--- src/hdl/vcbd_pkg.sv ---
// Shared definitions for the video chip bus decoder: request codes, memory map
// addresses, internal operation codes and the queue entry type.
// No dependencies.
package vcbd_pkg;

    localparam int ADDR_W = 24;
    localparam int DATA_W = 16;
    localparam int REQ_W  = 3;

    // Largest RAM needs 22 index bits; the ROM never needs more.
    localparam int IX_W = 22;

    // Smallest memory size is 2**16 bytes; this bounds the reciprocal and quotient widths.
    localparam int MIN_MEM_LOG2 = 16;

    localparam int BOOT_CNT_W = 3;

    localparam int QUEUE_DEPTH = 2;

    localparam int DEF_RAM_BYTES       = 4194304;
    localparam int DEF_ROM_BYTES       = 1048576;
    localparam int DEF_BOOT_WORD_READS = 4;

    // Request types on the bus side
    localparam logic [REQ_W-1:0] REQ_RD_BYTE  = 3'd0;
    localparam logic [REQ_W-1:0] REQ_RD_WORD  = 3'd1;
    localparam logic [REQ_W-1:0] REQ_WR_BYTE  = 3'd2;
    localparam logic [REQ_W-1:0] REQ_WR_WORD  = 3'd3;
    localparam logic [REQ_W-1:0] REQ_ROM_LOAD = 3'd4;
    localparam logic [REQ_W-1:0] REQ_STATUS   = 3'd5;

    // Memory map
    localparam logic [ADDR_W-1:0] ROM_BASE  = 24'h400000;
    localparam logic [ADDR_W-1:0] ROM_END   = 24'h4FFC00;
    localparam logic [ADDR_W-1:0] CSR2_WORD = 24'h4FFFE0;
    localparam logic [ADDR_W-1:0] CSR2_BYTE = 24'h4FFFE1;
    localparam logic [ADDR_W-1:0] CSR1_WORD = 24'h4FFFF0;
    localparam logic [ADDR_W-1:0] CSR1_BYTE = 24'h4FFFF1;
    localparam logic [ADDR_W-1:0] WIN_BASE  = 24'h4FFFE0;
    localparam logic [ADDR_W-1:0] WIN_END   = 24'h500000;

    localparam int WIN_DEPTH = 32;
    localparam int WIN_IX_W  = 5;

    // Operations handed from the decode side to the execute side
    typedef logic [3:0] t_op;
    localparam t_op OP_NONE     = 4'd0;
    localparam t_op OP_ERR      = 4'd1;
    localparam t_op OP_RAM_RD_B = 4'd2;
    localparam t_op OP_RAM_RD_W = 4'd3;
    localparam t_op OP_ROM_RD_B = 4'd4;
    localparam t_op OP_ROM_RD_W = 4'd5;
    localparam t_op OP_CSR2_RD  = 4'd6;
    localparam t_op OP_CSR1_RD  = 4'd7;
    localparam t_op OP_RAM_WR_B = 4'd8;
    localparam t_op OP_RAM_WR_W = 4'd9;
    localparam t_op OP_WIN_WR_B = 4'd10;
    localparam t_op OP_WIN_WR_W = 4'd11;
    localparam t_op OP_ROM_LOAD = 4'd12;
    localparam t_op OP_STATUS   = 4'd13;

    typedef struct packed {
        t_op               op;
        logic [IX_W-1:0]   ix;
        logic [DATA_W-1:0] data;
    } t_entry;

endpackage

--- src/hdl/vcbd_queue.sv ---
// Short in-order queue of decoded operations between decode and execute.
// Depends on vcbd_pkg.
module vcbd_queue (
    input  logic            i_clk,
    input  logic            i_rst_n,
    input  logic            i_push,
    input  vcbd_pkg::t_entry i_entry,
    output logic            o_full,
    input  logic            i_pop,
    output vcbd_pkg::t_entry o_entry,
    output logic            o_empty
);
    import vcbd_pkg::*;

    localparam int PTR_W = $clog2(QUEUE_DEPTH);

    t_entry             r_slot [QUEUE_DEPTH];
    logic [PTR_W-1:0]   r_wptr, n_wptr;
    logic [PTR_W-1:0]   r_rptr, n_rptr;
    logic [PTR_W:0]     r_count, n_count;

    always_comb begin
        n_wptr  = i_push ? r_wptr + 1'b1 : r_wptr;
        n_rptr  = i_pop ? r_rptr + 1'b1 : r_rptr;
        n_count = r_count;
        if (i_push && !i_pop) begin
            n_count = r_count + 1'b1;
        end else if (i_pop && !i_push) begin
            n_count = r_count - 1'b1;
        end
    end

    always_ff @(posedge i_clk) begin
        if (!i_rst_n) begin
            r_wptr  <= '0;
            r_rptr  <= '0;
            r_count <= '0;
        end else begin
            r_wptr  <= n_wptr;
            r_rptr  <= n_rptr;
            r_count <= n_count;
        end
    end

    always_ff @(posedge i_clk) begin
        if (i_push) begin
            r_slot[r_wptr] <= i_entry;
        end
    end

    assign o_entry = r_slot[r_rptr];
    assign o_full  = (r_count == (PTR_W+1)'(QUEUE_DEPTH));
    assign o_empty = (r_count == '0);

endmodule

--- config.mk ---
export PLATFORM = sky130hd
export DESIGN_NAME = vcbd_queue
export DESIGN_NICKNAME = d
export VERILOG_FILES = /design/src/hdl/vcbd_pkg.sv /design/src/hdl/vcbd_queue.sv
export SDC_FILE = /design/constraint.sdc
export NUM_CORES = 1
export LEC_CHECK = 0
export ABC_AREA = 1
export BUFFER_PORTS_ARGS = -buffer_cell sky130_fd_sc_hd__buf_2
export CORE_UTILIZATION = 25
export DETAILED_ROUTE_END_ITERATION = 12
export HOLD_SLACK_MARGIN = 0.02
export PLACE_DENSITY_LB_ADDON = 0.1
export REMOVE_ABC_BUFFERS = 1
export SKIP_LAST_GASP = 1
export SLEW_MARGIN = 20
export SYNTH_ARGS = -nofsm -noshare
export SYNTH_HDL_FRONTEND = slang
export SYNTH_SLANG_ARGS = --single-unit
--- constraint.sdc ---
create_clock -name i_clk -period 2.41 [get_ports i_clk]
set_input_delay 0 -clock i_clk [delete_from_list [all_inputs] [get_ports i_clk]]
set_output_delay 0 -clock i_clk [all_outputs]
set_load 0.05 [all_outputs]
# Word level (Yosys, flattened, before mapping)
# Memories as Yosys holds them, arrays and structs flattened. A register that Yosys moved wholly into a read port is not among the register bits.
# Index checks and enable logic that the tools add are counted.
# op_classes
n_addsub	4
eq_ne	1
mux	6
reduce_logical	6
# ops
operator	count
2-to-1 mux 1 bit	4
2-to-1 mux 2 bit	2
adder 1 bit, second input constant	2
adder 2 x 1 -> 2 bit, second input constant	1
== test 2 bit, second input constant	1
logical AND 1 bit	2
logical NOT 1 bit	2
logical NOT 2 bit	1
nonzero test 2 bit	1
subtractor 2 x 1 -> 2 bit, second input constant	1
# totals
reg_bits	4
ramBits	84
inputBits	46
output_inout_bits	44
n_memories	1
# mem_list
name	words	word_bits	read_ports	rd_ports_with_merged_regs	write_ports	line	text
r_slot	2	42	1	1	1	vcbd_queue.sv:17	t_entry r_slot [QUEUE_DEPTH];

# Logic depth before layout (Yosys ltp)
# logic_depth
ltp_word	4
mapped_depth	8
depth_no_buf	8

# Worst setup path before layout
# No wires, ideal clock.
# synth_timing
kind	reg2reg
start	reg r_wptr
end	mem r_slot[0][0] in the netlist's numbering (enable)
setup_ns	0.442
arrival_ns	2.089
setup_slack_ns	-0.121
stages_incl_launch_ff	2
path_buffers	0
cell_sequence	dfxtp_1 nor2_1
# synth_lines
item	line	text
start: declaration	vcbd_queue.sv:18	logic [PTR_W-1:0] r_wptr, n_wptr;
start signal: assignment	vcbd_queue.sv:39	r_wptr <= n_wptr;
end: declaration	vcbd_queue.sv:17	
# No word-level cell before the write port.

# Worst setup path after layout
# layout_timing
start	reg r_wptr
end	reg r_wptr
# layout_between
elab_chain_len	1
# layout_lines
item	line	text
adder 1 bit	vcbd_queue.sv:23	n_wptr = i_push ? r_wptr + 1'b1 : r_wptr;
# Every way passes these cells.
# A chain may end at the register's enable or synchronous reset.

==> impl_metrics.toml <==
[detailed_routing]
ant_nets = 0
drc = 0
routedWlPerCell_um = 13.6
drt_iter0_markers = 78
drt_wl_total_um = 6680
vias = 1896
vias_per_cell = 3.85
first_pass_iters = 4

[floorplanning]
rows = 42
die_width_um = 120
die_h_um = 120
core_um2 = 13400
die_area_um2 = 14300
ios = 90
initial_core_util = 0.259

[setup_path]
rrSetupSlack_ns = 0.63
startpoint = "r_wptr"
cp-start-kind = "flip-flop"
crit_path_end = "r_wptr"
critPathKind = "reg2reg"
reg2reg_depth = 5
path_cells = "nand2_1, nand2_1, dlygate4sd3_1, nor2_1, dlygate4sd3_1"
r2r_start = "r_wptr"
crit_fanout = 3
cpMaxStageDelayCell = "dlygate4sd3_1"
cp.arrival_ns = 2.01
max_stage_delay_ns = 0.55
r2r_end = "r_wptr"
cp-end-kind = "flip-flop"
cp.required_ns = 2.63

[sta]
relSlewSlack = 0.577
skew_ns = 0.00430
finalHoldViolCount = 0
tns_ns = 0
rsz0062_at_grt = "false"
min_period_over_period = 0.740
period_minus_slack_ns = 1.78
finalSetupViolCount = 0
tightest_slew_ns = 0.634
slew_violations = 0
hold_ws_ns = 0.0701
max_freq_mhz = 560

[logic_synthesis]
synth.distinct_cells = 14
yosys.area.top_type = "edfxtp_1"
ys_warn_count = 0
postSynthCellCount = 166
netlist_area_um2 = 3460
synth_flop_cell = "edfxtp_1"
synth_edf_count = 84
synth_top_area_frac = 0.728
avgSynthCellArea_um2 = 20.9
synth_top_cells_by_count = "84 x edfxtp_1, 40 x mux2_4, 9 x nor2_1"
synth_most_common_cell = "edfxtp_1"
synthArstFlopShare = 0
synth_area_leaders = "edfxtp_1 73%, mux2_4 17%, dfxtp_1 2.9%, buf_12 2.3%, nor2_1 0.98%"
yosysSeqAreaShare = 0.757
synth_seq_cells = 89

[clock_network]
root_buffer = "clkbuf_16"
clock_sinks = 89
post_cts_buffers = 0
htree_levels = 3
cts_tree = "done"
cts_inserted_buffers = 9
path_clk_slew_ns = 0.06
clockBufferDepth = 2
clock_latency_ns = 0.34

[placed_design]
dp_hpwl_um = 4120
dpl_cell_area_um2 = 4090
port-buffer-count = 89
gp_congestion = 0.627

[power]
p_leak_uw = 0.00196
p_clk_frac = 0.398
power_frac_comb = 0.157
seqPwrFrac = 0.445
ir_drop_mv = 0.434
internal_power_uw = 3070
power.total_uw = 4070
swShare = 0.246
power_switching_uw = 999
p_per_area_nw_per_um2 = 829

[global_routing]
grt_max_degree = 43
grt_pass1_wl_um = 10200
gr-usage-all-layers = 0.0994
antenna_found_initial = 0
globalRouteOverflowTotal = 0
grt_pass1_vias = 1897

[final_layout]
fillers = 1286
multi_input_area_um2 = 728
final_area_um2 = 4900
layout-drive-gt1-share = 0.487
ff_latch_area_um2 = 2620
areaGrowthSynthToFinish_pct = 41.5
finish.net_count = 358
antenna_cells = 0

[min_path]
hp-class = "in2reg"

[run]
maxCapViolations = 0

[run_status]
status = "finished clean"
==> final cells by class <==
cell class | count | area share
flip-flops and latches | 89 | 0.535
repair buffers | 139 | 0.193
multi-input cells | 64 | 0.149
clock buffers | 10 | 0.0487
well taps | 176 | 0.0449
clock inverters | 6 | 0.0232
inverters | 8 | 0.00612
==> critical path, delay by kind of cell, from the launching register on <==
family        cells  cell delay (ns)
buf+inv           2             1.09
flops             1             0.38
simple gates      3             0.20
==> layout by cell type (no fill, tap or decap) <==
| cell | n |
|---|---|
| dfxtp_1 | 4 |
| ha_1 | 1 |
| dlygate4sd3_1 | 46 |
| inv_2 | 1 |
| bufinv_16 | 3 |
| buf_2 | 89 |
| edfxtp_1 | 84 |
| buf_12 | 1 |
| clkbuf_8 | 1 |
| nand3_1 | 1 |
| clkinvlp_4 | 2 |
| nor2_1 | 8 |
| nand4_1 | 1 |
| clkbuf_16 | 9 |
| a21oi_1 | 1 |
| buf_4 | 3 |
| mux2_4 | 40 |
| nand2_1 | 8 |
| inv_1 | 7 |
| mux2_2 | 2 |
| o21ai_0 | 1 |
| inv_6 | 1 |
| nor2_4 | 1 |
| dfxtp_2 | 1 |
==> metal layers <==
layer / global-route usage / part of all wire
met5: 0 / 0
met4: 0.0352 / 0.013
met3: 0.0485 / 0.068
met2: 0.154 / 0.47
met1: 0.119 / 0.45
==> state kept, by name, summed over array words and instances, names as in the netlist, named ones only <==
register and cells:
r_slot 84, r_count 2, r_wptr 1, r_rptr 1
==> kinds of logic after synthesis <==
kind of cell	Yosys count	share of synthesized area
buffers and inverters	13	0.0350
multiplexers	42	0.180
AO/OA/AOI/OAI	2	0.00289
adder cells (fa/ha/maj)	1	0.00361
flip-flops	89	0.757
AND/OR/NAND/NOR	19	0.0217
==> power groups by stage <==
| stage | clock network, µW | logic (µW) | registers (µW) |
|---|---|---|---|
| floorplan | 0 | 421 | 1860 |
| global placement | 0 | 591 | 1840 |
| detailed placement | 0 | 592 | 1840 |
| CTS | 1680 | 652 | 1810 |
| global route | 1730 | 679 | 1820 |
| finish | 1620 | 639 | 1810 |
==> worst min-delay path by stage <==
stage                     slack, ns  cells after the start       endpoint   startpoint
final                          0.07                      3     r_count[0]       i_push
after global routing           0.06                      3     r_count[0]       i_push
after CTS                      0.05                      3     r_count[0]       i_push
after detailed placement       0.19                      1  r_slot[0][29]  i_entry[29]
after global placement         0.19                      1   r_slot[0][4]   i_entry[4]
after floorplan                 0.1                      0   r_slot[0][0]   i_entry[0]
==> through the flow <==
stage	worst slack [ns]	utilization	std cells
floorplan	-0.121	-	161
global placement	0.956	0.305	430
detailed placement	0.951	0.305	430
CTS	0.572	0.366	492
global route	0.532	0.366	492
finish	0.625	0.366	492
==> what timing repair did <==
item | CTS | global route
endpoints found under the hold margin | 89 | 0
hold buffers | 46 | 0
setup endpoints to repair | 0 | 0
gates resized for setup | 0 | 0
No activity file was read; power rests on OpenSTA's default activity.
