===== src/hdl/vcbd_pkg.sv =====
// Shared definitions for the video chip bus decoder: request codes, memory map
// addresses, internal operation codes and the queue entry type.
// No dependencies.
package vcbd_pkg;

    localparam int ADDR_W = 24;
    localparam int DATA_W = 16;
    localparam int REQ_W  = 3;

    // Largest RAM needs 22 index bits; the ROM never needs more.
    localparam int IX_W = 22;

    // Smallest memory size is 2**16 bytes; this bounds the reciprocal and quotient widths.
    localparam int MIN_MEM_LOG2 = 16;

    localparam int BOOT_CNT_W = 3;

    localparam int QUEUE_DEPTH = 2;

    localparam int DEF_RAM_BYTES       = 4194304;
    localparam int DEF_ROM_BYTES       = 1048576;
    localparam int DEF_BOOT_WORD_READS = 4;

    // Request types on the bus side
    localparam logic [REQ_W-1:0] REQ_RD_BYTE  = 3'd0;
    localparam logic [REQ_W-1:0] REQ_RD_WORD  = 3'd1;
    localparam logic [REQ_W-1:0] REQ_WR_BYTE  = 3'd2;
    localparam logic [REQ_W-1:0] REQ_WR_WORD  = 3'd3;
    localparam logic [REQ_W-1:0] REQ_ROM_LOAD = 3'd4;
    localparam logic [REQ_W-1:0] REQ_STATUS   = 3'd5;

    // Memory map
    localparam logic [ADDR_W-1:0] ROM_BASE  = 24'h400000;
    localparam logic [ADDR_W-1:0] ROM_END   = 24'h4FFC00;
    localparam logic [ADDR_W-1:0] CSR2_WORD = 24'h4FFFE0;
    localparam logic [ADDR_W-1:0] CSR2_BYTE = 24'h4FFFE1;
    localparam logic [ADDR_W-1:0] CSR1_WORD = 24'h4FFFF0;
    localparam logic [ADDR_W-1:0] CSR1_BYTE = 24'h4FFFF1;
    localparam logic [ADDR_W-1:0] WIN_BASE  = 24'h4FFFE0;
    localparam logic [ADDR_W-1:0] WIN_END   = 24'h500000;

    localparam int WIN_DEPTH = 32;
    localparam int WIN_IX_W  = 5;

    // Operations handed from the decode side to the execute side
    typedef logic [3:0] t_op;
    localparam t_op OP_NONE     = 4'd0;
    localparam t_op OP_ERR      = 4'd1;
    localparam t_op OP_RAM_RD_B = 4'd2;
    localparam t_op OP_RAM_RD_W = 4'd3;
    localparam t_op OP_ROM_RD_B = 4'd4;
    localparam t_op OP_ROM_RD_W = 4'd5;
    localparam t_op OP_CSR2_RD  = 4'd6;
    localparam t_op OP_CSR1_RD  = 4'd7;
    localparam t_op OP_RAM_WR_B = 4'd8;
    localparam t_op OP_RAM_WR_W = 4'd9;
    localparam t_op OP_WIN_WR_B = 4'd10;
    localparam t_op OP_WIN_WR_W = 4'd11;
    localparam t_op OP_ROM_LOAD = 4'd12;
    localparam t_op OP_STATUS   = 4'd13;

    typedef struct packed {
        t_op               op;
        logic [IX_W-1:0]   ix;
        logic [DATA_W-1:0] data;
    } t_entry;

endpackage


===== src/hdl/vcbd_front.sv =====
// Decode side: accepts bus beats, classifies them against the memory map,
// tracks the boot word reads and reduces the memory index modulo the RAM or
// ROM size in a short pipeline. Depends on vcbd_pkg.
module vcbd_front #(
    parameter int RAM_BYTES       = vcbd_pkg::DEF_RAM_BYTES,
    parameter int ROM_BYTES       = vcbd_pkg::DEF_ROM_BYTES,
    parameter int BOOT_WORD_READS = vcbd_pkg::DEF_BOOT_WORD_READS
) (
    input  logic                        i_clk,
    input  logic                        i_rst_n,
    input  logic                        i_valid,
    output logic                        o_ready,
    input  logic [vcbd_pkg::REQ_W-1:0]  i_req_type,
    input  logic [vcbd_pkg::ADDR_W-1:0] i_address,
    input  logic [vcbd_pkg::DATA_W-1:0] i_write_data,
    output logic                        o_push,
    output vcbd_pkg::t_entry            o_entry,
    input  logic                        i_full
);
    import vcbd_pkg::*;

    // Reciprocal multiply: q = floor(x * floor(2^32 / N) / 2^32) is at most one
    // below x / N for any 24-bit x, so a single correction step follows.
    localparam int RECIP_SHIFT = 32;
    localparam int M_W         = RECIP_SHIFT - MIN_MEM_LOG2 + 1;
    localparam int PROD_W      = ADDR_W + M_W;
    localparam int Q_W         = ADDR_W - MIN_MEM_LOG2;
    localparam logic [63:0] RAM_M64 = 64'h1_0000_0000 / RAM_BYTES;
    localparam logic [63:0] ROM_M64 = 64'h1_0000_0000 / ROM_BYTES;
    localparam logic [M_W-1:0]    RAM_M = RAM_M64[M_W-1:0];
    localparam logic [M_W-1:0]    ROM_M = ROM_M64[M_W-1:0];
    localparam logic [ADDR_W-1:0] RAM_N = ADDR_W'(RAM_BYTES);
    localparam logic [ADDR_W-1:0] ROM_N = ADDR_W'(ROM_BYTES);

    logic                  accept;
    logic [BOOT_CNT_W-1:0] r_boot_cnt, n_boot_cnt;
    logic                  boot_active;

    t_op                   dec_op;
    logic [ADDR_W-1:0]     dec_x;
    logic                  dec_rom;

    // Stage 1: decoded beat
    logic                  r_s1_v;
    t_op                   r_s1_op;
    logic [ADDR_W-1:0]     r_s1_x;
    logic                  r_s1_rom;
    logic [DATA_W-1:0]     r_s1_data;
    // Stage 2: quotient estimate
    logic                  r_s2_v;
    t_op                   r_s2_op;
    logic [ADDR_W-1:0]     r_s2_x;
    logic                  r_s2_rom;
    logic [DATA_W-1:0]     r_s2_data;
    logic [Q_W-1:0]        r_s2_q;
    // Stage 3: quotient times modulus
    logic                  r_s3_v;
    t_op                   r_s3_op;
    logic [ADDR_W-1:0]     r_s3_x;
    logic                  r_s3_rom;
    logic [DATA_W-1:0]     r_s3_data;
    logic [ADDR_W-1:0]     r_s3_t;

    logic                  rdy1, rdy2, rdy3;
    logic                  mv2, mv3;
    logic [PROD_W-1:0]     prod;
    logic [ADDR_W-1:0]     prod_n;
    logic [ADDR_W-1:0]     rem;
    logic [ADDR_W-1:0]     rem_fix;
    logic [ADDR_W-1:0]     s3_n;

    assign boot_active = (r_boot_cnt < BOOT_CNT_W'(BOOT_WORD_READS));

    always_comb begin
        dec_op  = OP_NONE;
        dec_x   = i_address;
        dec_rom = 1'b0;
        unique case (i_req_type) inside
            REQ_RD_BYTE: begin
                if (i_address < ROM_BASE) begin
                    dec_op = OP_RAM_RD_B;
                end else if (i_address < ROM_END) begin
                    dec_op  = OP_ROM_RD_B;
                    dec_x   = i_address - ROM_BASE;
                    dec_rom = 1'b1;
                end else if (i_address == CSR2_BYTE) begin
                    dec_op = OP_CSR2_RD;
                end else if (i_address == CSR1_BYTE) begin
                    dec_op = OP_CSR1_RD;
                end else begin
                    dec_op = OP_ERR;
                end
            end
            REQ_RD_WORD: begin
                if (boot_active) begin
                    dec_op  = OP_ROM_RD_W;
                    dec_rom = 1'b1;
                end else if (i_address < ROM_BASE) begin
                    dec_op = OP_RAM_RD_W;
                end else if (i_address < ROM_END) begin
                    dec_op  = OP_ROM_RD_W;
                    dec_x   = i_address - ROM_BASE;
                    dec_rom = 1'b1;
                end else if (i_address == CSR2_WORD) begin
                    dec_op = OP_CSR2_RD;
                end else if (i_address == CSR1_WORD) begin
                    dec_op = OP_CSR1_RD;
                end else begin
                    dec_op = OP_ERR;
                end
            end
            REQ_WR_BYTE, REQ_WR_WORD: begin
                if (i_address < ROM_BASE) begin
                    dec_op = (i_req_type == REQ_WR_BYTE) ? OP_RAM_WR_B : OP_RAM_WR_W;
                end else if (i_address >= WIN_BASE && i_address < WIN_END) begin
                    // The window index is below any modulus, so reduction keeps it.
                    dec_op = (i_req_type == REQ_WR_BYTE) ? OP_WIN_WR_B : OP_WIN_WR_W;
                    dec_x  = {{(ADDR_W-WIN_IX_W){1'b0}}, i_address[WIN_IX_W-1:0]};
                end else begin
                    dec_op = OP_ERR;
                end
            end
            REQ_ROM_LOAD: begin
                dec_op  = OP_ROM_LOAD;
                dec_rom = 1'b1;
            end
            REQ_STATUS: begin
                dec_op = OP_STATUS;
            end
            default: begin
                dec_op = OP_NONE;
            end
        endcase
    end

    // Pipeline flow control
    assign rdy3    = !r_s3_v || !i_full;
    assign mv3     = r_s2_v && rdy3;
    assign rdy2    = !r_s2_v || rdy3;
    assign mv2     = r_s1_v && rdy2;
    assign rdy1    = !r_s1_v || rdy2;
    assign o_ready = rdy1;
    assign accept  = i_valid && rdy1;

    always_comb begin
        n_boot_cnt = r_boot_cnt;
        if (accept && i_req_type == REQ_RD_WORD && boot_active) begin
            n_boot_cnt = r_boot_cnt + 1'b1;
        end
    end

    always_ff @(posedge i_clk) begin
        if (!i_rst_n) begin
            r_boot_cnt <= '0;
            r_s1_v     <= 1'b0;
            r_s2_v     <= 1'b0;
            r_s3_v     <= 1'b0;
        end else begin
            r_boot_cnt <= n_boot_cnt;
            if (rdy1) begin
                r_s1_v <= i_valid;
            end
            if (rdy2) begin
                r_s2_v <= r_s1_v;
            end
            if (rdy3) begin
                r_s3_v <= r_s2_v;
            end
        end
    end

    assign prod   = PROD_W'(r_s1_x) * PROD_W'(r_s1_rom ? ROM_M : RAM_M);
    assign prod_n = ADDR_W'(r_s2_q) * (r_s2_rom ? ROM_N : RAM_N);

    always_ff @(posedge i_clk) begin
        if (accept) begin
            r_s1_op   <= dec_op;
            r_s1_x    <= dec_x;
            r_s1_rom  <= dec_rom;
            r_s1_data <= i_write_data;
        end
        if (mv2) begin
            r_s2_op   <= r_s1_op;
            r_s2_x    <= r_s1_x;
            r_s2_rom  <= r_s1_rom;
            r_s2_data <= r_s1_data;
            r_s2_q    <= prod[RECIP_SHIFT +: Q_W];
        end
        if (mv3) begin
            r_s3_op   <= r_s2_op;
            r_s3_x    <= r_s2_x;
            r_s3_rom  <= r_s2_rom;
            r_s3_data <= r_s2_data;
            r_s3_t    <= prod_n;
        end
    end

    assign s3_n    = r_s3_rom ? ROM_N : RAM_N;
    assign rem     = r_s3_x - r_s3_t;
    assign rem_fix = (rem >= s3_n) ? rem - s3_n : rem;

    assign o_push        = r_s3_v && !i_full;
    assign o_entry.op    = r_s3_op;
    assign o_entry.ix    = rem_fix[IX_W-1:0];
    assign o_entry.data  = r_s3_data;

endmodule


===== config.mk =====
export PLATFORM = sky130hd
export DESIGN_NAME = vcbd_front
export DESIGN_NICKNAME = d
export VERILOG_FILES = /design/src/hdl/vcbd_pkg.sv /design/src/hdl/vcbd_front.sv
export SDC_FILE = /design/constraint.sdc
export NUM_CORES = 1
export LEC_CHECK = 0
export BUFFER_PORTS_ARGS = -buffer_cell sky130_fd_sc_hd__clkbuf_2
export CORE_MARGIN = 2
export CORE_UTILIZATION = 40
export DETAILED_ROUTE_END_ITERATION = 6
export PLACE_DENSITY = 0.69
export SYNTH_ARGS = -nofsm -noshare
export SYNTH_HDL_FRONTEND = slang
export SYNTH_SLANG_ARGS = --single-unit

===== constraint.sdc =====
create_clock -name i_clk -period 6.9 [get_ports i_clk]
set_clock_uncertainty 0.2 [all_clocks]
set_input_delay 1.035 -clock i_clk [delete_from_list [all_inputs] [get_ports i_clk]]
set_output_delay 1.035 -clock i_clk [all_outputs]
set_load 0.05 [all_outputs]

Word level (Yosys, flattened, before mapping)
Cells that the tools add are included.
{ "word_totals": {"register_bits": 173, "input_bits": 47, "wordCells": 83} }
{ "op_classes": {"add_sub_neg": 4, "n_mul": 2, "magnitude_cmp": 6, "eq_ne": 9, "n_mux": 28, "reduce_logical": 16} }
{ "ops": {"columns": ["operator", "n"], "rows": [
  ["$mux W24", 5],
  ["$eq A24 B23 Y1 const B", 4],
  ["$lt A24 B23 Y1 const B", 3],
  ["$pmux W24 S3", 1],
  ["$mux W23", 2],
  ["$mul A24 B13 Y37", 1],
  ["$ge A24 B23 Y1", 1],
  ["$ge A24 B23 Y1 const B", 1],
  ["$mul A8 B23 Y24", 1],
  ["$sub A24 B23 Y24 const B", 1],
  ["$sub A24 B24 Y24", 1],
  ["$mux W22", 1],
  ["$sub A22 B22 Y22", 1],
  ["$mux W4", 5],
  ["$pmux W4 S5", 1],
  ["$mux W3", 6],
  ["$mux W13", 1],
  ["$logic_and A1 B1 Y1", 7],
  ["$eq A3 B2 Y1 const B", 2],
  ["$eq A3 B3 Y1 const B", 2],
  ["$mux W1", 5],
  ["$logic_not A1 Y1", 4],
  ["$add A3 B1 Y3 const B", 1],
  ["$eq A3 B1 Y1 const B", 1],
  ["5 further kinds", 7]
]} }

Depth between registers and ports, before layout
Gate-level depths: netlist of run 1.
{ "depth": {"depth_word": 7, "mapped_depth": 15, "mapped_depth_nobuf": 13} }

Least setup slack after synthesis of run 1
OpenSTA, ideal clock, no wires.
{ "synth_path": {"path_kind": "input port to flip-flop", "start": "input i_full", "end": "register r_s3_data[0] (enable)", "t_arrival_ns": 4.629, "required_ns": 6.170, "setup_slack_ns": 1.540, "path_stages": 1, "path_buffers": 0, "cell_sequence": "a21boi_0"} }
{ "synth_via": {"elab_chain_len": 3} }
{ "synth_lines": {"columns": ["element", "line_no", "text"], "rows": [
  ["from (decl)", "vcbd_front.sv:18", "input logic i_full"],
  ["$logic_not A1 Y1", "vcbd_front.sv:137", "assign rdy3 = !r_s3_v || !i_full;"],
  ["$logic_or A1 B1 Y1", "vcbd_front.sv:137", null],
  ["$logic_and A1 B1 Y1", "vcbd_front.sv:138", "assign mv3 = r_s2_v && rdy3;"],
  ["to (signal assigned)", "vcbd_front.sv:193", "r_s3_data <= r_s2_data;"],
  ["to (decl)", "vcbd_front.sv:61", "logic [DATA_W-1:0] r_s3_data;"]
]} }
No other way between the ends.
A chain may end at the register's enable or synchronous reset.

Final worst setup path of run 1
{ "layout_path": {"start": "register r_s1_rom", "end": "register r_s2_q[2], data pin"} }
{ "layout_via": {"elab_chain_len": 2} }
{ "layout_lines": {"columns": ["element", "line_no", "text"], "rows": [
  ["from (decl)", "vcbd_front.sv:47", "logic r_s1_rom;"],
  ["from (signal assigned)", "vcbd_front.sv:179", "r_s1_rom <= dec_rom;"],
  ["$mux W13", "vcbd_front.sv:172", "assign prod = PROD_W'(r_s1_x) * PROD_W'(r_s1_rom ? ROM_M : RAM_M);"],
  ["$mul A24 B13 Y37", "vcbd_front.sv:172", null],
  ["net prod[34]", "vcbd_front.sv:66", "logic [PROD_W-1:0] prod;"],
  ["to (signal assigned)", "vcbd_front.sv:187", "r_s2_q <= prod[RECIP_SHIFT +: Q_W];"],
  ["to (decl)", "vcbd_front.sv:55", "logic [Q_W-1:0] r_s2_q;"]
]} }
The timed path passes the listed nets, and every way through them passes these cells.

==> results of run 1 <==
-- final timing paths --
path | slack [ns] | endpoint | depth (start not counted)
setup reg to reg | 2.89 | r_s2_q[2] | 13
hold reg to reg | 0.22 | r_s3_data[0] | 0
setup / recovery | 2.89 | r_s2_q[2] | 13
hold / removal | 0.22 | r_s3_data[0] | 0
-- synth_stat cells, types with 6 or more instances --
cell type | number | area [um2]
nor2_1 | 17 | 63.8
inv_1 | 10 | 37.5
edfxtp_1 | 143 | 4290
mux2_2 | 16 | 180
nor2b_1 | 10 | 62.6
and2_1 | 24 | 150
ha_1 | 91 | 1140
nand4_1 | 7 | 43.8
xnor2_1 | 11 | 96.3
nor3_1 | 6 | 30.0
dfxtp_1 | 6 | 120
clkbuf_1 | 25 | 93.8
o21ai_0 | 7 | 35.0
a21oi_1 | 11 | 55.1
nand2_1 | 10 | 37.5
-- worst max-delay path, delay by kind of cell (launching register included) --
kind	cells	cell delay [ns]
compound gates	3	0.77
flops	1	0.32
buf+inv	1	0.31
fa+ha+maj	5	1.51
xor+xnor	1	0.07
mux	1	0.39
simple gates	2	0.20
-- area by class of cell --
class | count | area, um2
Clock buffer | 17 | 425
Clock inverter | 15 | 191
Fill cell | 1463 | 8880
Inverter | 10 | 37.5
Multi-Input combinational cell | 296 | 2520
Sequential cell | 149 | 4410
Tap cell | 225 | 282
Timing Repair Buffer | 94 | 480
-- routing by layer --
metal	routed length, um	track usage
met5	0	0
met1	5520	0.174
met4	268	0.0596
met2	5900	0.233
met3	427	0.0354
-- state kept, by name (all words and copies together) (netlist names) --
| signal | cells |
|---|---|
| r_boot_cnt | 3 |
| r_s1_data | 16 |
| r_s1_op | 4 |
| r_s1_rom | 1 |
| r_s1_v | 1 |
| r_s1_x | 24 |
| r_s2_data | 16 |
| r_s2_op | 4 |
| r_s2_q | 4 |
| r_s2_rom | 1 |
| r_s2_v | 1 |
| r_s2_x | 24 |
| r_s3_data | 16 |
| r_s3_op | 4 |
| r_s3_rom | 1 |
| r_s3_t | 4 |
| r_s3_v | 1 |
| r_s3_x | 24 |
-- power groups by stage --
stage                     clock network [mW]  registers (mW)  logic, mW
after floorplan                            0            1.10      0.206
after global placement                     0            1.10      0.273
after detailed placement                   0            1.10      0.284
after CTS                              0.969            1.08      0.288
after global routing                    1.01            1.08      0.327
final                                  0.951            1.08      0.290
-- logic make-up (layout without fill, tap and decap cells) --
| family | count (synthesis) | in the layout | synth area share |
|---|---|---|---|
| xor+xnor | 14 | 14 | 0.0175 |
| mux | 21 | 21 | 0.0329 |
| compound gates | 53 | 53 | 0.0534 |
| simple gates | 100 | 100 | 0.0805 |
| fa+ha+maj | 91 | 91 | 0.162 |
| flops | 149 | 149 | 0.630 |
| buf+inv | 39 | 136 | 0.0227 |
| other cells | 1 | 17 | 0.000535 |
==> metrics.cfg, run 1 <==
[floorplanning]
ios = 91
rows = 48
start_util = 0.407
die_x_um = 136
dieHeight_um = 136
dieArea_um2 = 18600
core_um2 = 17200

[pwr]
sw_frac_of_total = 0.245
seqPwrFrac = 0.465
power_frac_comb = 0.125
p_total_mw = 2.32
switchingPower_mw = 0.568
vdd_ir_drop_max_uv = 185
powerDensity_nw_per_um2 = 278
p_leak_nw = 3.43
power.internal_mw = 1.75
p_clk_frac = 0.410

[critical_path]
critPathLaunch = r_s1_rom
required_ns = 6.87
start_kind = flop
crit_chain = buf_4 -> mux2_2 -> ha_1 -> ha_1 -> ha_1 -> ha_1 -> ha_1 -> nand4_1 -> nor2_1 -> a2111oi_0 -> a21oi_1 -> a21oi_2 -> xnor2_1
worstSetupPathType = reg -> reg
crit_arrival_ns = 3.98
crit_top_cell = ha_1
slowest_stage = a2111oi_0
r2r-start = r_s1_rom
slowest_delay_ns = 0.41
end_kind = flop
critPathMaxFanout = 30

[logic_synthesis]
synth_edf_count = 143
synth_seq_cells = 149
synth-warning-count = 0
ys_seq_area_frac = 0.630
async_reset_ff_frac = 0
syn_inst = 468
synth_ff_type = edfxtp_1
synth_cell_types = 49
synth_area_um2 = 7010
syn_avg_cell_area_um2 = 15.0

[grt]
antenna_found_initial = 0
overflow = 0
grt_pass1_wl_um = 19700
first_global_vias = 3947
grt.total_usage = 0.140
grt_start_max_net_pins = 50

[cts]
clock_latency_ns = 0.43
cts_hold_buffers = 0
cts_resized = 0
cts-root-buf = clkbuf_16
cts_sinks = 149
cts_buffers = 17
post_cts_buffers = 0
cts_tree = done
clkTransAtPathRegs_ns = 0.07
cts_max_level = 4
clockBufferDepth = 2

[final_layout]
synthToLayoutAreaGrowth_pct = 19.2
fin_nets = 706
final_layout_size_suffix_gt1_frac = 0.265
layout_commonest_cell = edfxtp_1
post-route-util = 0.485
stdcell_area_um2 = 8350
layout.cells.non_filler = 806
mostFrequentLayoutCells = edfxtp_1, ha_1, clkbuf_2
diodes = 0

[sta]
fin_ws_ns = 2.89
fmax_mhz = 249
max-slew-margin-rel = 0.586
tns_ns = 0
layout_min_cycle_time_ns = 4.01
min_period_over_period = 0.581
timing.hold.ws_ns = 0.217
finalSetupViolCount = 0
worstMarginPinSlew_ns = 0.621
hold_viol = 0
rsz0062_at_grt = no
slew_viol_final = 0

[detailed_routing]
drtPass1Iterations = 4
avgViaCountPerCell = 4.88
drt-total-wl_um = 12100
postRouteAntennaNets = 0
wire_per_inst_um = 15.0
drtIter0Drc = 325
drc_errors = 0
vias = 3936

[min_path]
worst_hold_path_type = reg -> reg
worstHoldStart = r_s2_data[0]

[outcome]
status = finished clean

[place]
port_buffers = 90
gp_congestion = 0.828
dpl.hpwl_um = 9190
dp.cells = 774
place_area_um2 = 7740
dp_slack_ns = 2.93

[run]
cap_violations = 0

Power figures use the tool's default switching activity.
==> run 2: changes to the inputs <==
--- a/config.mk
+++ b/config.mk
@@ -9,7 +9,7 @@
 export CORE_MARGIN = 2
 export CORE_UTILIZATION = 40
 export DETAILED_ROUTE_END_ITERATION = 6
-export PLACE_DENSITY = 0.69
+export PLACE_DENSITY = 0.71
 export SYNTH_ARGS = -nofsm -noshare
 export SYNTH_HDL_FRONTEND = slang
 export SYNTH_SLANG_ARGS = --single-unit
==> constraint.sdc (replaced) <==
create_clock -name i_clk -period 3.6 [get_ports i_clk]
set_clock_uncertainty 0.2 [all_clocks]
set_input_delay 0.54 -clock i_clk [delete_from_list [all_inputs] [get_ports i_clk]]
set_output_delay 0.54 -clock i_clk [all_outputs]
set_load 0.05 [all_outputs]
==> run 2 against run 1 <==
  * Largest cell class unchanged
  * Clock power rose by 78%
  * The run now ends with negative setup slack left
  * Sequential share of layout area fell by 3.8 points
  * Count of clock-buffer cells in the layout rose by 1
==> metrics.cfg, run 2 (synthesis results as in run 1) <==
[cts]
clockBufferDepth = 2
cts_hold_buffers = 0
clock_latency_ns = 0.42
cts_max_level = 4
cts_sinks = 149
cts-root-buf = clkbuf_16
cts_buffers = 17
cts_tree = done
clkTransAtPathRegs_ns = 0.06

[final_layout]
diodes = 0
mostFrequentLayoutCells = edfxtp_1, clkbuf_2, ha_1
synthToLayoutAreaGrowth_pct = 28.5
stdcell_area_um2 = 9000
final_layout_size_suffix_gt1_frac = 0.374
fill_cells = 1401
reg.largest.list = r_s1_x: 24 flops, r_s2_x: 24 flops, r_s3_x: 24 flops
fin_nets = 730
layout_commonest_cell = edfxtp_1
post-route-util = 0.522

[place]
dpl.hpwl_um = 9810
port_buffers = 90
gp_congestion = 0.863
place_area_um2 = 7980
dp_slack_ns = -0.158

[critical_path]
required_ns = 3.56
slowest_delay_ns = 0.48
crit_arrival_ns = 3.60
slowest_stage = edfxtp_1
worstSetupPathType = reg -> reg
path_buf_inv = 2
start_kind = flop
cpLargestDelayFamily = compound AO/OA/AOI/OAI gates
crit_chain = buf_6 -> buf_12 -> mux2_2 -> ha_2 -> ha_4 -> ha_4 -> ha_4 -> ha_4 -> a211oi_4 -> o21ai_2 -> a221o_1 -> a311oi_2 -> o21bai_1 -> xor2_1
end_kind = flop
critPathMaxFanout = 7
crit_top_cell = ha_4

[pwr]
powerDensity_nw_per_um2 = 508
p_leak_nw = 3.55
vdd_ir_drop_max_uv = 328

[grt]
overflow = 0
grt_start_max_net_pins = 50
grt_pass1_wl_um = 20900
antenna_found_initial = 0
first_global_vias = 4149
grt.total_usage = 0.151

[detailed_routing]
vias = 4096
wire_per_inst_um = 16.2
avgViaCountPerCell = 4.93
drtPass1Iterations = 5
drt-total-wl_um = 13500
postRouteAntennaNets = 0
drc_errors = 0
drtIter0Drc = 248

[floorplanning]
rows = 48
core_um2 = 17200
dieHeight_um = 136
dieArea_um2 = 18600
die_x_um = 136
ios = 91
start_util = 0.407

[sta]
min_period_over_period = 1.01
max-slew-margin-rel = 0.590
layout_min_cycle_time_ns = 3.64
finalSetupViolCount = 3
fmax_mhz = 274
worstMarginPinSlew_ns = 0.614
rsz0062_at_grt = yes
tns_ns = -0.101
fin_ws_ns = -0.0444
slew_viol_final = 0
hold_viol = 0

[run]
cap_violations = 0

[outcome]
violations = negative setup slack
status = finished, violations left

[min_path]
worst_hold_path_type = in -> reg

## run 2: changes by cell type in the layout (fill, tap and decap cells not counted), sizes merged
cell    previous run  this run
buf                4        27
bufbuf             0         1
bufinv             3         1
clkbuf           107       108
clkinv             3         5
inv               17        16
## run 2: area by class of cell
class | instances | area [um2] | area share
Timing Repair Buffer | 118 | 703 | 0.0781
Multi-Input combinational cell | 296 | 2990 | 0.332
Clock buffer | 18 | 429 | 0.0477
Tap cell | 225 | 282 | 0.0313
Sequential cell | 149 | 4410 | 0.490
Clock inverter | 14 | 148 | 0.0164
Inverter | 10 | 37.5 | 0.00417
## run 2: final timing paths
check | startpoint | endpoint | slack (ns) | depth (start not counted)
hold reg to reg | r_s1_data[11] | r_s2_data[11] | 0.22 | 0
setup reg to reg | r_s1_rom | r_s2_q[0] | -0.04 | 14
hold / removal | i_write_data[7] | r_s1_data[7] | 0.09 | 1
setup / recovery | r_s1_rom | r_s2_q[0] | -0.04 | 14
## run 2: metal layers
metal / track usage / vias up / part of all wire
met3: 0.0362 / 32 / 0.041
met5: 0 / - / 0
met2: 0.256 / 111 / 0.51
li1: - / 1991 / -
met4: 0.0660 / 0 / 0.027
met1: 0.184 / 1962 / 0.42
## run 2: repair_timing
action	CTS	global route
setup endpoints to repair	4	4
buffers inserted	4	2
pin swaps	21	5
resized for setup	42	15
cloned	1	1
## run 2: power by group
| group | switching [mW] | total [mW] | internal [mW] |
|---|---|---|---|
| clock | 0.720 | 1.69 | 0.974 |
| sequential | 0.0470 | 2.07 | 2.02 |
| combinational | 0.418 | 0.812 | 0.394 |
| total | 1.19 | 4.57 | 3.39 |
## run 2: through the flow
step                      hold WS [ns]  power (mW)  instances
final                           0.0922        4.57        830
after global routing            0.0737        4.77        830
after CTS                       0.0785        4.51        827
after detailed placement         0.205        2.75        790
after global placement           0.202        2.72        790
after floorplan                  0.200        2.54        484
==> run 3: changes to the inputs <==
--- a/config.mk
+++ b/config.mk
@@ -8,6 +8,7 @@
 export BUFFER_PORTS_ARGS = -buffer_cell sky130_fd_sc_hd__clkbuf_2
 export CORE_MARGIN = 2
 export CORE_UTILIZATION = 40
+export CTS_BUF_LIST = sky130_fd_sc_hd__clkbuf_4
 export DETAILED_ROUTE_END_ITERATION = 6
 export PLACE_DENSITY = 0.71
 export SYNTH_ARGS = -nofsm -noshare
==> run 3 against run 2 <==
  * The run still ends with negative setup slack left
  * Wire length rose by 3.3%
  * Cell count rose by 2.9%
  * Largest cell class unchanged
  * Via count rose by 2.6%
  * Core utilization rose by 0.41 points
  * Sequential power barely moved
  * Sequential share of layout area fell by 0.38 points
  * Combinational power rose by 6.5%
  * Hold slack got worse by 0.064 ns
  * Design area rose by 0.78%
  * Critical path depth fell by 3
  * First-iteration DRC count rose by 15%
  * Worst setup slack got worse by 0.0054 ns
  * Highest routed layer unchanged
==> metrics.cfg, run 3 (synthesis results as in run 1) <==
[detailed_routing]
postRouteAntennaNets = 0
drc_errors = 0
drtPass1Iterations = 4
wl_met2_um = 7210
highest_layer = met4
wire_per_inst_um = 16.3
drtIter0Drc = 285
vias = 4204
avgViaCountPerCell = 4.92
drt-total-wl_um = 13900
wl_met1_um = 5600
met3_length_um = 728

[sta]
worstMarginPinSlew_ns = 0.689
finalSetupViolCount = 3
hold_viol = 0
fin_ws_ns = -0.0497
max-slew-margin-rel = 0.536
fmax_mhz = 274
layout_min_cycle_time_ns = 3.65
slew_viol_final = 0
rsz0062_at_grt = yes
min_period_over_period = 1.01

[final_layout]
post-route-util = 0.526
fin_nets = 753
final_layout_size_suffix_gt1_frac = 0.384
layout_commonest_cell = edfxtp_1
reg.largest.list = r_s1_x: 24 flops, r_s2_x: 24 flops, r_s3_x: 24 flops
fill_cells = 1390
stdcell_area_um2 = 9070
mostFrequentLayoutCells = edfxtp_1, clkbuf_2, ha_1
synthToLayoutAreaGrowth_pct = 29.5

[place]
port_buffers = 90
place_area_um2 = 7980
gp_congestion = 0.863
dp_slack_ns = -0.158
dpl.hpwl_um = 9810

[cts]
cts_sinks = 149
clkTransAtPathRegs_ns = 0.14
cts-root-buf = clkbuf_4
clock_latency_ns = 0.56
cts_buffers = 17
cts_max_level = 4
clockBufferDepth = 2
cts_tree = done

[pwr]
vdd_ir_drop_max_uv = 203
p_leak_nw = 3.53
powerDensity_nw_per_um2 = 434

[floorplanning]
rows = 48
core_um2 = 17200
dieArea_um2 = 18600
dieHeight_um = 136
ios = 91
die_x_um = 136
start_util = 0.407

[outcome]
status = finished, violations left
violations = negative setup slack

[critical_path]
critPathMaxFanout = 5
end_kind = flop
crit_arrival_ns = 3.76
worstSetupPathType = reg -> reg
required_ns = 3.71
start_kind = flop

[grt]
grt_pass1_wl_um = 21100
overflow = 0
first_global_vias = 4277
grt.total_usage = 0.152
grt_start_max_net_pins = 50
antenna_found_initial = 1

[run]
cap_violations = 0

[min_path]
worst_hold_path_type = in -> reg

run 3: changes by cell type in the layout (fill, tap and decap cells not counted), moves of 2 or more:
| cell | before | now |
|---|---|---|
| clkbuf_16 | 17 | 0 |
| mux2_2 | 14 | 12 |
| clkbuf_4 | 0 | 18 |
| dlygate4sd3_1 | 0 | 21 |
| ha_2 | 5 | 3 |
| ha_4 | 29 | 36 |
| buf_4 | 23 | 26 |
| mux2_4 | 2 | 4 |
| ha_1 | 57 | 52 |
| clkbuf_2 | 90 | 88 |
run 3: path summary, 6_finish.rpt:
path | startpoint | end | slack (ns) | cells after the start
max | r_s1_rom | r_s2_q[0] | -0.05 | 11
min | i_rst_n | r_boot_cnt[2] | 0.03 | 2
max reg2reg | r_s1_rom | r_s2_q[0] | -0.05 | 11
min reg2reg | r_s1_data[11] | r_s2_data[11] | 0.22 | 0
run 3: cell type report:
cell class / instances / area (um2) / share of cell area
repair buffers: 141 / 937 / 0.103
multi-input cells: 296 / 3120 / 0.344
well taps: 225 / 282 / 0.0310
clock buffers: 18 / 135 / 0.0149
clock inverters: 14 / 148 / 0.0163
flip-flops and latches: 149 / 4410 / 0.487
diodes: 1 / 2.50 / 0.000276
inverters: 10 / 37.5 / 0.00414
run 3: critical path, cell delays in order (launching register included):
cell and delay [ns]:
edfxtp_1 0.50, buf_2 0.20, buf_4 0.14, mux2_2 0.34, ha_1 0.31, ha_1 0.31, ha_1 0.30, o211a_1 0.23
a221o_1 0.31, a311oi_2 0.26, o21bai_1 0.13, xor2_1 0.17
run 3: per-stage QoR:
stage	TNS [ns]	instances	power, mW	hold WS (ns)
6_report	-0.116	854	3.94	0.0286
5_1_grt	-0.588	854	4.12	0.0160
4_1_cts	-0.120	850	3.85	0.00567
3_5_place_dp	-0.538	790	2.75	0.205
3_3_place_gp	-0.149	790	2.72	0.202
2_1_floorplan	0	484	2.54	0.200
run 3: timing repair:
action	CTS	global route
pin swaps	27	11
cloned	1	1
buffers inserted	6	2
hold buffers	21	0
gates resized for setup	49	32
endpoints found under the setup margin	6	6
hold endpoints to repair	21	0
run 3: layer usage:
layer | vias up | track usage
li1 | 2043 | -
met1 | 2018 | 0.177
met2 | 114 | 0.262
met3 | 29 | 0.0373
met4 | 0 | 0.0694
met5 | - | 0
run 3: power by group:
part | leakage [nW] | total, mW | internal [mW] | switching (mW)
Sequential | 1.40 | 2.07 | 2.02 | 0.0484
Clock | 0.150 | 1.01 | 0.373 | 0.637
Combinational | 1.98 | 0.865 | 0.432 | 0.433
Total | 3.53 | 3.94 | 2.82 | 1.12
